**src/hdl/y86fd_pkg.sv**
```systemverilog
// shared types and constants for the y86-64 fetch and decode block
package y86fd_pkg;

	localparam int PC_W    = 12;
	localparam int NPC_W   = 13;
	localparam int IN_W    = 96;
	localparam int OUT_W   = 104;

	localparam logic [3:0] CL_HALT    = 4'd0;
	localparam logic [3:0] CL_NOP     = 4'd1;
	localparam logic [3:0] CL_CMOV    = 4'd2;
	localparam logic [3:0] CL_IRMOVQ  = 4'd3;
	localparam logic [3:0] CL_RMMOVQ  = 4'd4;
	localparam logic [3:0] CL_MRMOVQ  = 4'd5;
	localparam logic [3:0] CL_OPQ     = 4'd6;
	localparam logic [3:0] CL_JUMP    = 4'd7;
	localparam logic [3:0] CL_CALL    = 4'd8;
	localparam logic [3:0] CL_RET     = 4'd9;
	localparam logic [3:0] CL_PUSHQ   = 4'd10;
	localparam logic [3:0] CL_POPQ    = 4'd11;
	localparam logic [3:0] CL_IOTRAP  = 4'd12;
	localparam logic [3:0] CL_INVALID = 4'd13;

	localparam logic [3:0] OP_HALT   = 4'h0;
	localparam logic [3:0] OP_NOP    = 4'h1;
	localparam logic [3:0] OP_CMOV   = 4'h2;
	localparam logic [3:0] OP_IRMOVQ = 4'h3;
	localparam logic [3:0] OP_RMMOVQ = 4'h4;
	localparam logic [3:0] OP_MRMOVQ = 4'h5;
	localparam logic [3:0] OP_OPQ    = 4'h6;
	localparam logic [3:0] OP_JUMP   = 4'h7;
	localparam logic [3:0] OP_CALL   = 4'h8;
	localparam logic [3:0] OP_RET    = 4'h9;
	localparam logic [3:0] OP_PUSHQ  = 4'hA;
	localparam logic [3:0] OP_POPQ   = 4'hB;
	localparam logic [3:0] OP_IOTRAP = 4'hC;

	localparam logic [1:0] ST_OK  = 2'd0;
	localparam logic [1:0] ST_HLT = 2'd1;
	localparam logic [1:0] ST_ADR = 2'd2;
	localparam logic [1:0] ST_INS = 2'd3;

	localparam logic [3:0] NO_REG = 4'hF;

	typedef struct packed {
		logic [3:0]       pad;
		logic [15:0]      window_hi;
		logic [63:0]      window_lo;
		logic [PC_W-1:0]  fetch_pc;
	} fetch_item_t;

	typedef struct packed {
		logic [4:0]       pad;
		logic [1:0]       status;
		logic [NPC_W-1:0] next_pc;
		logic [3:0]       inst_length;
		logic [63:0]      const_value;
		logic [3:0]       reg_b;
		logic [3:0]       reg_a;
		logic [3:0]       func_code;
		logic [3:0]       inst_class;
	} decode_result_t;

endpackage

```
**src/hdl/y86fd_stage.sv**
```systemverilog
// valid/ready register stage holding one transaction
module y86fd_stage #(
	parameter int WIDTH = 8
) (
	input  logic             clk,
	input  logic             arst_n,
	input  logic             in_valid,
	output logic             in_ready,
	input  logic [WIDTH-1:0] in_data,
	output logic             out_valid,
	input  logic             out_ready,
	output logic [WIDTH-1:0] out_data
);

	logic             valid_q;
	logic [WIDTH-1:0] data_q;

	assign in_ready  = !valid_q || out_ready;
	assign out_valid = valid_q;
	assign out_data  = data_q;

	always_ff @(posedge clk or negedge arst_n) begin
		if (!arst_n) begin
			valid_q <= 1'b0;
		end else if (in_ready) begin
			valid_q <= in_valid;
		end
	end

	always_ff @(posedge clk) begin
		if (in_valid && in_ready) begin
			data_q <= in_data;
		end
	end

endmodule

```
**src/hdl/y86fd_decode.sv**
```systemverilog
// combinational decode of one instruction window
module y86fd_decode import y86fd_pkg::*; #(
	parameter int MEM_SIZE  = 4096,
	parameter int REG_COUNT = 15
) (
	input  fetch_item_t    item,
	output decode_result_t result
);

	localparam int LW = ($clog2(MEM_SIZE + 1) > NPC_W) ? $clog2(MEM_SIZE + 1) : NPC_W;
	localparam logic [LW-1:0] MEM_LIM   = LW'(MEM_SIZE);
	localparam logic [4:0]    REG_LIM   = 5'(REG_COUNT);

	logic [3:0]    hn;
	logic [3:0]    fn;
	logic [3:0]    ra;
	logic [3:0]    rb;
	logic          ra_ok;
	logic          rb_ok;
	logic [3:0]    cls;
	logic [3:0]    len;
	logic [1:0]    st;
	logic          has_regs;
	logic          regs_good;
	logic [LW-1:0] pc_ext;
	logic [LW-1:0] end_pc;
	logic [63:0]   cval;

	assign hn     = item.window_lo[7:4];
	assign fn     = item.window_lo[3:0];
	assign ra     = item.window_lo[15:12];
	assign rb     = item.window_lo[11:8];
	assign ra_ok  = {1'b0, ra} < REG_LIM;
	assign rb_ok  = {1'b0, rb} < REG_LIM;
	assign pc_ext = LW'(item.fetch_pc);
	assign end_pc = pc_ext + LW'(len);

	always_comb begin
		cls       = CL_INVALID;
		len       = 4'd1;
		st        = ST_OK;
		has_regs  = 1'b0;
		regs_good = 1'b1;
		case (hn)
			OP_HALT: begin
				cls = (fn == 4'd0) ? CL_HALT : CL_INVALID;
				st  = ST_HLT;
			end
			OP_NOP: begin
				cls = (fn == 4'd0) ? CL_NOP : CL_INVALID;
			end
			OP_CMOV: begin
				cls       = (fn inside {[4'd0:4'd6]}) ? CL_CMOV : CL_INVALID;
				len       = 4'd2;
				has_regs  = 1'b1;
				regs_good = ra_ok && rb_ok;
			end
			OP_IRMOVQ: begin
				cls       = (fn == 4'd0) ? CL_IRMOVQ : CL_INVALID;
				len       = 4'd10;
				has_regs  = 1'b1;
				regs_good = (ra == NO_REG) && rb_ok;
			end
			OP_RMMOVQ, OP_MRMOVQ: begin
				cls       = (fn == 4'd0) ? hn : CL_INVALID;
				len       = 4'd10;
				has_regs  = 1'b1;
				regs_good = ra_ok && (rb_ok || rb == NO_REG);
			end
			OP_OPQ: begin
				cls       = (fn inside {[4'd0:4'd3]}) ? CL_OPQ : CL_INVALID;
				len       = 4'd2;
				has_regs  = 1'b1;
				regs_good = ra_ok && rb_ok;
			end
			OP_JUMP: begin
				cls = (fn inside {[4'd0:4'd6]}) ? CL_JUMP : CL_INVALID;
				len = 4'd9;
			end
			OP_CALL: begin
				cls = (fn == 4'd0) ? CL_CALL : CL_INVALID;
				len = 4'd9;
			end
			OP_RET: begin
				cls = (fn == 4'd0) ? CL_RET : CL_INVALID;
			end
			OP_PUSHQ, OP_POPQ: begin
				cls       = (fn == 4'd0) ? hn : CL_INVALID;
				len       = 4'd2;
				has_regs  = 1'b1;
				regs_good = ra_ok && (rb == NO_REG);
			end
			OP_IOTRAP: begin
				cls = (fn inside {[4'd0:4'd5]}) ? CL_IOTRAP : CL_INVALID;
			end
			default: begin
				cls = CL_INVALID;
			end
		endcase
	end

	always_comb begin
		case (cls)
			CL_JUMP, CL_CALL: cval = {item.window_hi[7:0], item.window_lo[63:8]};
			CL_IRMOVQ, CL_RMMOVQ, CL_MRMOVQ: cval = {item.window_hi, item.window_lo[63:16]};
			default: cval = 64'd0;
		endcase
	end

	always_comb begin
		result             = '0;
		result.inst_class  = CL_INVALID;
		result.reg_a       = NO_REG;
		result.reg_b       = NO_REG;
		result.inst_length = 4'd1;
		result.next_pc     = NPC_W'(pc_ext + LW'(1));
		if (pc_ext >= MEM_LIM) begin
			result.status = ST_ADR;
		end else if (cls == CL_INVALID) begin
			result.status = ST_INS;
		end else if (end_pc > MEM_LIM) begin
			result.status      = ST_ADR;
			result.inst_length = len;
			result.next_pc     = end_pc[NPC_W-1:0];
		end else if (!regs_good) begin
			result.status      = ST_INS;
			result.inst_length = len;
			result.next_pc     = end_pc[NPC_W-1:0];
		end else begin
			result.inst_class  = cls;
			result.func_code   = fn;
			result.reg_a       = has_regs ? ra : NO_REG;
			result.reg_b       = has_regs ? rb : NO_REG;
			result.const_value = cval;
			result.inst_length = len;
			result.next_pc     = end_pc[NPC_W-1:0];
			result.status      = st;
		end
	end

endmodule

```
**src/hdl/y86_instruction_fetch_decode_top.sv**
```systemverilog
// top level of the y86-64 instruction fetch and decode block
// the input stage registers each transaction, the decode is combinational, and the result stage registers the result
// throughput: one transaction per cycle while the master side is ready, set by the input and result register stages
// a stalled master side holds the result and back-pressures only once both stages are full
// reset: arst_n clears both stage valid flags asynchronously, payload is not reset
module y86_instruction_fetch_decode_top import y86fd_pkg::*; #(
	parameter int MEM_SIZE  = 4096,
	parameter int REG_COUNT = 15
) (
	input  logic             clk,
	input  logic             arst_n,
	input  logic             s_axis_tvalid,
	output logic             s_axis_tready,
	// fetch_pc, window_lo, window_hi, zero pad
	input  logic [IN_W-1:0]  s_axis_tdata,
	output logic             m_axis_tvalid,
	input  logic             m_axis_tready,
	// inst_class, func_code, reg_a, reg_b, const_value, inst_length, next_pc, status, zero pad
	output logic [OUT_W-1:0] m_axis_tdata
);

	logic           valid_s1;
	logic           ready_s1;
	fetch_item_t    item_s1;
	decode_result_t result_d;
	decode_result_t result_s2;

	y86fd_stage #(.WIDTH(IN_W)) u_stage_s1 (
		.clk       (clk),
		.arst_n    (arst_n),
		.in_valid  (s_axis_tvalid),
		.in_ready  (s_axis_tready),
		.in_data   (s_axis_tdata),
		.out_valid (valid_s1),
		.out_ready (ready_s1),
		.out_data  (item_s1)
	);

	y86fd_decode #(.MEM_SIZE(MEM_SIZE), .REG_COUNT(REG_COUNT)) u_decode (
		.item   (item_s1),
		.result (result_d)
	);

	y86fd_stage #(.WIDTH(OUT_W)) u_stage_s2 (
		.clk       (clk),
		.arst_n    (arst_n),
		.in_valid  (valid_s1),
		.in_ready  (ready_s1),
		.in_data   (result_d),
		.out_valid (m_axis_tvalid),
		.out_ready (m_axis_tready),
		.out_data  (result_s2)
	);

	assign m_axis_tdata = result_s2;

endmodule

```
**config.mk**
```make
export PLATFORM = sky130hd
export DESIGN_NAME = y86_instruction_fetch_decode_top
export DESIGN_NICKNAME = d
export VERILOG_FILES = /design/src/hdl/y86fd_pkg.sv /design/src/hdl/y86fd_stage.sv /design/src/hdl/y86fd_decode.sv /design/src/hdl/y86_instruction_fetch_decode_top.sv
export SDC_FILE = /design/constraint.sdc
export NUM_CORES = 1
export LEC_CHECK = 0
export BUFFER_PORTS_ARGS = -buffer_cell sky130_fd_sc_hd__buf_2
export CAP_MARGIN = 20
export CORE_MARGIN = 8
export CORE_UTILIZATION = 40
export DETAILED_ROUTE_END_ITERATION = 6
export GPL_ROUTABILITY_DRIVEN = 0
export SLEW_MARGIN = 20
export SYNTH_ARGS = -nofsm -noshare
export SYNTH_HDL_FRONTEND = slang
export SYNTH_HIERARCHICAL = 1
export SYNTH_SLANG_ARGS = --single-unit
```
**constraint.sdc**
```tcl
create_clock -name clk -period 10.75 [get_ports clk]
set_clock_uncertainty 0.1 [all_clocks]
set_input_delay 0 -clock clk [delete_from_list [all_inputs] [get_ports clk]]
set_output_delay 0 -clock clk [all_outputs]
set_load 0.02 [all_outputs]
```
# After elaboration in Yosys (flattened, before gate mapping)
# Index checks and enable logic that the tools add are counted.
# totals
register_bits	193
latch_bits	0
ram_bits	0
rom_bits	0
output_inout_bits	106
word_cells	94
n_memories	0
# op_classes
n_addsub	2
n_mul	0
div	0
order_cmp	8
eq_ne	20
shifts	0
n_mux	25
bitwise	2
n_reduce_logical	29
# op_table
operator	count
97-bit two-way mux	2
80-bit two-way mux	2
64-bit case mux with 2 select lines	1
4-bit case mux with 10 select lines	1
4-bit equality test, second input constant	9
18-bit two-way mux	2
4-bit two-way mux	9
4-bit by 3-bit equality test with 1-bit output, second input constant	7
12-bit by 1-bit adder with 13-bit output, second input constant	1
12-bit by 4-bit adder with 13-bit output	1
12-bit by 13-bit greater-or-equal comparator with 1-bit output, second input constant	1
13-bit greater-than comparator, second input constant	1
4-bit by 2-bit equality test with 1-bit output, second input constant	3
4-bit case mux with 3 select lines	1
2-bit OR reduction	6
4-bit OR reduction	3
1-bit logical AND	9
4-bit by 3-bit <= comparator with 1-bit output, second input constant	2
4-bit zero test	2
4-bit < comparator, second input constant	2
7-bit OR reduction	1
3-bit two-way mux	2
3-bit OR reduction	2
5-bit OR reduction	1
other kinds (8)	15

# Logic depth before layout (Yosys ltp)
# Gate-level depths: netlist (run 1).
# depth
ltp_word	11
depth_mapped	16
depth_no_buf	13

# Modules after synthesis
# The synthesis (run 1) kept the hierarchy.
# modules_own_cells
mod	n_inst	cells_each	area_per_inst_um2
y86fd_stage (u_stage_s2)	1	108	3176.8
y86fd_decode	1	418	3021.6
y86fd_stage (u_stage_s1)	1	100	2936.6

# Worst setup path before layout (run 1)
# Ideal clock, no wire load.
# synth_timing
path_kind	register -> register
startpoint	reg u_stage_s1.data_q[18] (netlist: u_stage_s1/out_data[18])
endpoint	reg u_stage_s2.data_q[1] (netlist: u_stage_s2/out_data[1]), data pin
setup_ns	0.265
arrival_time_ns	3.455
slack_ns	6.930
stages_incl_launch_ff	16
n_path_buf	5
period_less_slack_ns	3.820
path_cell_list	edfxtp_1 buf_2 clkbuf_1 o21ai_0 o21ai_0 clkbuf_1 inv_1 ha_1 a211oi_1 nor4_1 mux2i_1 a22oi_1 a32oi_1 clkbuf_1 buf_2 a31oi_1
# synth_between
elab_chain_cells	6
elab_cells_between_ends	29
cone_classes	add/sub (1); order compare (1); eq/ne (13); mux (4); bitwise (1); reduce/logical (9)
# synth_rtl
item	line_no	text
start: declaration	y86fd_stage.sv:16	logic [WIDTH-1:0] data_q;
start signal: assignment	y86fd_stage.sv:32	data_q <= in_data;
4-bit by 2-bit equality test with 1-bit output (tied with other cells)	y86fd_decode.sv:44	case (hn)
4-bit OR reduction (no line) (tied with other cells)	-	
4-bit case mux with 3 select lines	y86fd_decode.sv:44	
12-bit by 4-bit adder with 13-bit output	y86fd_decode.sv:36	assign end_pc = pc_ext + LW'(len);
13-bit greater-than comparator	y86fd_decode.sv:121	end else if (end_pc > MEM_LIM) begin
4-bit OR reduction (no line)	-	
end signal: assignment	y86fd_stage.sv:32	
end: declaration	y86fd_stage.sv:16	
# Parallel ways exist; a longest one is shown, timed or not.
# A chain may end at the register's enable or synchronous reset.

# Final worst setup path (run 1)
# layout_timing
startpoint	reg u_stage_s1.data_q[16] (netlist: u_stage_s1/out_data[16])
endpoint	reg u_stage_s2.data_q[10] (netlist: u_stage_s2/out_data[10]), data pin
# layout_between
elab_chain_cells	6
elab_cells_between_ends	32
cone_classes	add/sub (1); order compare (1); eq/ne (13); mux (5); bitwise (2); reduce/logical (10)
# layout_rtl
item	line_no
4-bit by 2-bit equality test with 1-bit output (tied with other cells)	y86fd_decode.sv:44
4-bit OR reduction (no line) (tied with other cells)	-
4-bit case mux with 3 select lines	y86fd_decode.sv:44
12-bit by 4-bit adder with 13-bit output	y86fd_decode.sv:36
13-bit greater-than comparator	y86fd_decode.sv:121
5-bit OR reduction (no line) (*)	-
# Every way passes the cells marked *; elsewhere a longest branch is shown, timed or not.

==> results of run 1 <==
[worst max-delay path, delay by kind of cell, from the launching register on]
family / cells / cell delay, ps
compound gates: 4 / 1560
xor+xnor: 1 / 180
fa+ha+maj: 1 / 320
buf+inv: 4 / 810
flops: 1 / 710
simple gates: 4 / 1360
[metrics by stage]
stage	util, %	instance area, um2
6_report	52.51	11750
2_1_floorplan	-	9037
3_5_place_dp	45.57	10190
5_1_grt	52.51	11750
4_1_cts	52.49	11740
3_3_place_gp	45.45	10160
[power by group]
group          total [mW]  switching [mW]  internal, mW
clock               0.636           0.290         0.345
combinational       0.283           0.184        0.0995
sequential          0.950          0.0313         0.918
total                1.87           0.505          1.36
[registers in the layout, summed over array words and instances (netlist names)]
register	flops
u_stage_s2/out_data	104
u_stage_s1/out_data	92
u_stage_s1/out_valid	1
u_stage_s2/out_valid	1
[per-layer routing]
metal | vias to the layer above | GRT usage (%)
li1 | 2980 | -
met1 | 3249 | 22.39
met2 | 280 | 29.72
met3 | 29 | 4.445
met4 | 0 | 5.375
met5 | - | 0
[path summary, 6_finish.rpt]
path | endpoint | slack (ps) | depth (start not counted) | from
worst max-delay path | u_stage_s2/out_data[10]$_DFFE_PP_ | 5360 | 14 | u_stage_s1/out_data[16]$_DFFE_PP_
worst min-delay path | u_stage_s1/out_data[86]$_DFFE_PP_ | 180 | 2 | s_axis_tdata[86]
worst max register to register | u_stage_s2/out_data[10]$_DFFE_PP_ | 5360 | 14 | u_stage_s1/out_data[16]$_DFFE_PP_
worst min register to register | u_stage_s2/out_valid$_DFFE_PN0P_ | 450 | 1 | u_stage_s1/out_valid$_DFFE_PN0P_
max in group asynchronous | u_stage_s1/out_valid$_DFFE_PN0P_ | 10100 | 3 | arst_n
min in group asynchronous | u_stage_s2/out_valid$_DFFE_PN0P_ | 320 | 3 | arst_n
[layout make-up]
class,instances,area (um2)
Sequential cell,198,5936
Timing Repair Buffer,309,2077
Inverter,9,33.78
Fill cell,1844,10620
Tap cell,285,356.6
Clock buffer,18,429.2
Clock inverter,14,147.6
Multi-Input combinational cell,364,2765
[repair_timing]
item / in CTS / in global routing
endpoints found under the hold margin: 96 / 0
setup buffers: 0 / 0
hold buffers: 97 / 0
==> out/metrics.cfg, run 1 <==
[floorplanning]
num_rows=55
die-area_um2=27600
start_util_pct=40.31
die_h_um=166.1
die_x_um=166.1
fp.coreArea_um2=22370
pin_count=206

[pwr]
p_total_mw=1.868
p_per_area_nw_per_um2=159.1
ir_drop_uv=75.01
leakagePower_nw=4.115

[sta]
timing.final.ws_setup_ps=5361
worst_pin_slew_ps=1018
slew_headroom_pct=32.15
setup_violations=0
fin_tns_setup_ps=0
fin_crit_sh_pct=50.13
hold_ws_ps=175.5
fmax_mhz=185.6
rsz0062_at_grt=false
slew_viol_final=0
hold_violations=0
period_needed_ps=5389

[drt]
firstDrtPassIters=5
top_layer=met4
ant_nets=0
via_per_inst=5.462
wl_met3_um=1637
via_count=6538
wl_per_cell_um=20.44
drt-met1-wl_um=10400
finalWirelength_um=24470
wl_met2_um=12000
remaining_drc_errors=0
drtIter0Drc=367

[place]
place_ws_ps=5473
place_hpwl_um=15450
dp.cells=1067
io_buffers=201

[status]
outcome=completed

[finish]
diodes=0
areaGrowthSynthToFinish_pct=30.28
finalNonFillerCells=1197
final_cell_mix=202 x buf_2, 196 x edfxtp_1, 97 x dlygate4sd3_1
final_common_cell=buf_2
nets=1004
drive_gt1_share_pct=35.09

[global_route]
overflow=0
grt_pass1_wl_um=39090
grt_max_degree=75
grt_use_total_pct=17.76
first_global_vias=6961
grt_antenna_before_repair=0

[clocking]
insertion_delay_ps=430
cts_made_buffers=17
clock_sinks=198
cts_tree=built
root_buffer=clkbuf_16
post_cts_resized=0
h-tree-depth=4
path_clk_slew_ps=70
clk_path_buf_depth=2

[worst_setup_path]
crit_slowest_cell=edfxtp_1
path_max_fanout=53
cp.arrival_ps=5450
worstSetupEndpointType=register
critPathKind=register to register
crit_path_max_incr_delay_ps=710
worstPathCellList=nand2_1 -> inv_1 -> o21ai_0 -> o21ai_1 -> inv_1 -> ha_1 -> a211oi_1 -> nor3_1 -> xor2_1 -> nor3_1 -> a32oi_4 -> buf_16 -> buf_4 -> or4_1
worstPathRequired_ps=10820
cp-start-kind=register

[yosys]
synth-warning-count=6
syn_inst=622
syn_avg_cell_area_um2=14.49
netlist_area_um2=9015

[job]
cap_violations=0

[hold_path]
hp-class=input pin to register

No activity file was read; power rests on OpenSTA's default activity.
==> run 2: changes to the inputs <==
==> constraint.sdc (replaced) <==
create_clock -name clk -period 4.65 [get_ports clk]
set_clock_uncertainty 0.1 [all_clocks]
set_input_delay 0 -clock clk [delete_from_list [all_inputs] [get_ports clk]]
set_output_delay 0 -clock clk [all_outputs]
set_load 0.02 [all_outputs]
==> run 2 against run 1 <==
Effect of this change:
- register-to-register slack worse by 4800 ps
- flip-flop and latch count stayed put
- non-clock buffer count increased by 4
- clock power increased by 140%
- sequential share of layout area down 0.27 points
- critical endpoint is now u_stage_s2/out_data[18]$_DFFE_PP_
- combinational power grew 130%
- worst hold slack better by 4.2 ps
- design area increased by 0.53%
- routed wire length down 1.8%
- maximum frequency grew 31%
- sequential power is 130% higher
- largest cell class unchanged
==> out/metrics.cfg, run 2 (synthesized netlist as in run 1, its figures left out) <==
[job]
cap_violations=0  ; unchanged

[drt]
wl_met3_um=1497  ; -8.6%
remaining_drc_errors=0  ; unchanged
via_count=6475  ; -0.96%
firstDrtPassIters=5  ; unchanged
finalWirelength_um=24030  ; -1.8%
wl_met2_um=11700  ; -2.5%
via_per_inst=5.391  ; -1.3%
drt-met1-wl_um=10430  ; +0.32%
drtIter0Drc=438  ; +19%
ant_nets=0  ; unchanged
wl_per_cell_um=20.01  ; -2.1%
top_layer=met4

[pwr]
p_total_mw=4.377  ; +130%
ir_drop_uv=265.2  ; +250%
p_per_area_nw_per_um2=370.7  ; +130%
leakagePower_nw=4.143  ; +0.67%

[global_route]
grt_max_degree=71  ; -5.3%
grt_use_total_pct=17.34  ; -0.43 points
grt_antenna_before_repair=0  ; unchanged
grt_pass1_wl_um=38240  ; -2.2%
first_global_vias=6912  ; -0.70%
overflow=0  ; unchanged

[worst_setup_path]
worstSetupEndpointType=register
worstPathCellList=nand2b_1 -> o21ai_0 -> a22o_1 -> ha_1 -> a21oi_1 -> nor4_1 -> mux2i_1 -> a22oi_1 -> a32oi_4 -> buf_12 -> a211oi_1
cp_num_buf_inv=1  ; -3
cp-start-kind=register
path_max_fanout=43  ; -19%
critPathKind=register to register
worstPathRequired_ps=4680  ; -6140 ps
crit_path_max_incr_delay_ps=640  ; -70 ps
crit_slowest_cell=edfxtp_1
cp.arrival_ps=4150  ; -1300 ps
crit_family=compound AO/OA/AOI/OAI gates

[clocking]
cts_tree=built
clock_sinks=198  ; unchanged
post_cts_resized=0  ; unchanged
root_buffer=clkbuf_16
insertion_delay_ps=430  ; about the same
clk_path_buf_depth=2  ; unchanged
h-tree-depth=4  ; unchanged
postCtsSetupRepairBufs=0  ; unchanged
path_clk_slew_ps=80  ; about the same
cts_made_buffers=17  ; unchanged

[floorplanning]
start_util_pct=40.31  ; unchanged
num_rows=55  ; unchanged
fp.coreArea_um2=22370  ; unchanged
die-area_um2=27600  ; unchanged
die_h_um=166.1  ; unchanged
die_x_um=166.1  ; unchanged
pin_count=206  ; unchanged

[sta]
slew_viol_final=0  ; unchanged
fin_tns_setup_ps=0  ; unchanged
slew_headroom_pct=33.03  ; +0.88 points
timing.final.ws_setup_ps=529.5  ; -4831 ps
hold_ws_ps=179.8  ; +4.232 ps
rsz0062_at_grt=false
period_needed_ps=4121  ; -1269 ps
fin_crit_sh_pct=88.61  ; +38 points
setup_violations=0  ; unchanged
hold_violations=0  ; unchanged
worst_pin_slew_ps=1004  ; -13.23 ps
fmax_mhz=242.7  ; +31%

[finish]
nFillCells=1816  ; -1.5%
nets=1008  ; +0.40%
finish.utilization_pct=52.79  ; +0.28 points
largest_register_ffs=104  ; unchanged
drive_gt1_share_pct=35.15  ; +0.065 points
areaGrowthSynthToFinish_pct=30.98
final_cell_mix=201 x buf_2, 196 x edfxtp_1, 97 x dlygate4sd3_1
final_common_cell=buf_2
diodes=0  ; unchanged

[hold_path]
hp-class=input pin to register

[status]
outcome=completed

[place]
place_ws_ps=577.7  ; -4896 ps
place_hpwl_um=15460  ; about the same
io_buffers=201  ; unchanged

-- run 2: cell types whose count changed in the layout (fill, tap and decap cells not counted) --
| cell | before | now |
|---|---|---|
| buf_12 | 0 | 2 |
| buf_16 | 1 | 0 |
| buf_2 | 202 | 201 |
| buf_4 | 9 | 13 |
| bufinv_16 | 2 | 3 |
| clkinv_1 | 1 | 3 |
| clkinv_2 | 3 | 0 |
| inv_6 | 3 | 2 |
| inv_8 | 1 | 2 |
-- run 2: path summary, 6_finish.rpt --
kind                                                   start                                end  slack [ps]  cells past startpoint
max                        u_stage_s1/out_data[19]$_DFFE_PP_  u_stage_s2/out_data[18]$_DFFE_PP_         530                     11
min                                         s_axis_tdata[53]  u_stage_s1/out_data[53]$_DFFE_PP_         180                      2
max reg2reg                u_stage_s1/out_data[19]$_DFFE_PP_  u_stage_s2/out_data[18]$_DFFE_PP_         530                     11
min reg2reg                 u_stage_s1/out_valid$_DFFE_PN0P_   u_stage_s2/out_valid$_DFFE_PN0P_         470                      1
max in group asynchronous                             arst_n   u_stage_s2/out_valid$_DFFE_PN0P_        3970                      3
min in group asynchronous                             arst_n   u_stage_s1/out_valid$_DFFE_PN0P_         350                      3
-- run 2: layout make-up --
cell class              count  area, um2  area share, %
clock inverters            14      172.7          1.462
well taps                 285      356.6          3.020
flip-flops and latches    198       5936          50.27
clock buffers              18      429.2          3.635
multi-input cells         364       2765          23.42
inverters                   9      33.78         0.2861
repair buffers            313       2115          17.91
-- run 2: metrics by stage --
step / instances / area, um2
floorplan: 628 / 9037
global placement: 1071 / 10230
detailed placement: 1072 / 10230
CTS: 1201 / 11810
global route: 1201 / 11810
finish: 1201 / 11810
-- run 2: worst reg2reg max path: stages, from the launching register on --
cell and delay (ps):
edfxtp_1 640, nand2b_1 230, o21ai_0 100, a22o_1 280, ha_1 330, a21oi_1 150
nor4_1 570, mux2i_1 310, a22oi_1 160, a32oi_4 520, buf_12 360, a211oi_1 90
-- run 2: routing by layer --
layer / global-route usage [%] / vias up
li1: - / 2997
met1: 22.30 / 3195
met2: 28.70 / 251
met3: 4.207 / 32
met4: 4.980 / 0
met5: 0 / -
-- run 2: repair_timing --
action,in CTS,in global routing
setup endpoints to repair,0,0
endpoints found under the hold margin,96,0
hold buffers,97,0
-- run 2: power breakdown --
| part | total, mW | switching (mW) | internal (mW) |
|---|---|---|---|
| clock network | 1.52 | 0.670 | 0.854 |
| logic | 0.664 | 0.429 | 0.235 |
| registers | 2.19 | 0.0665 | 2.12 |
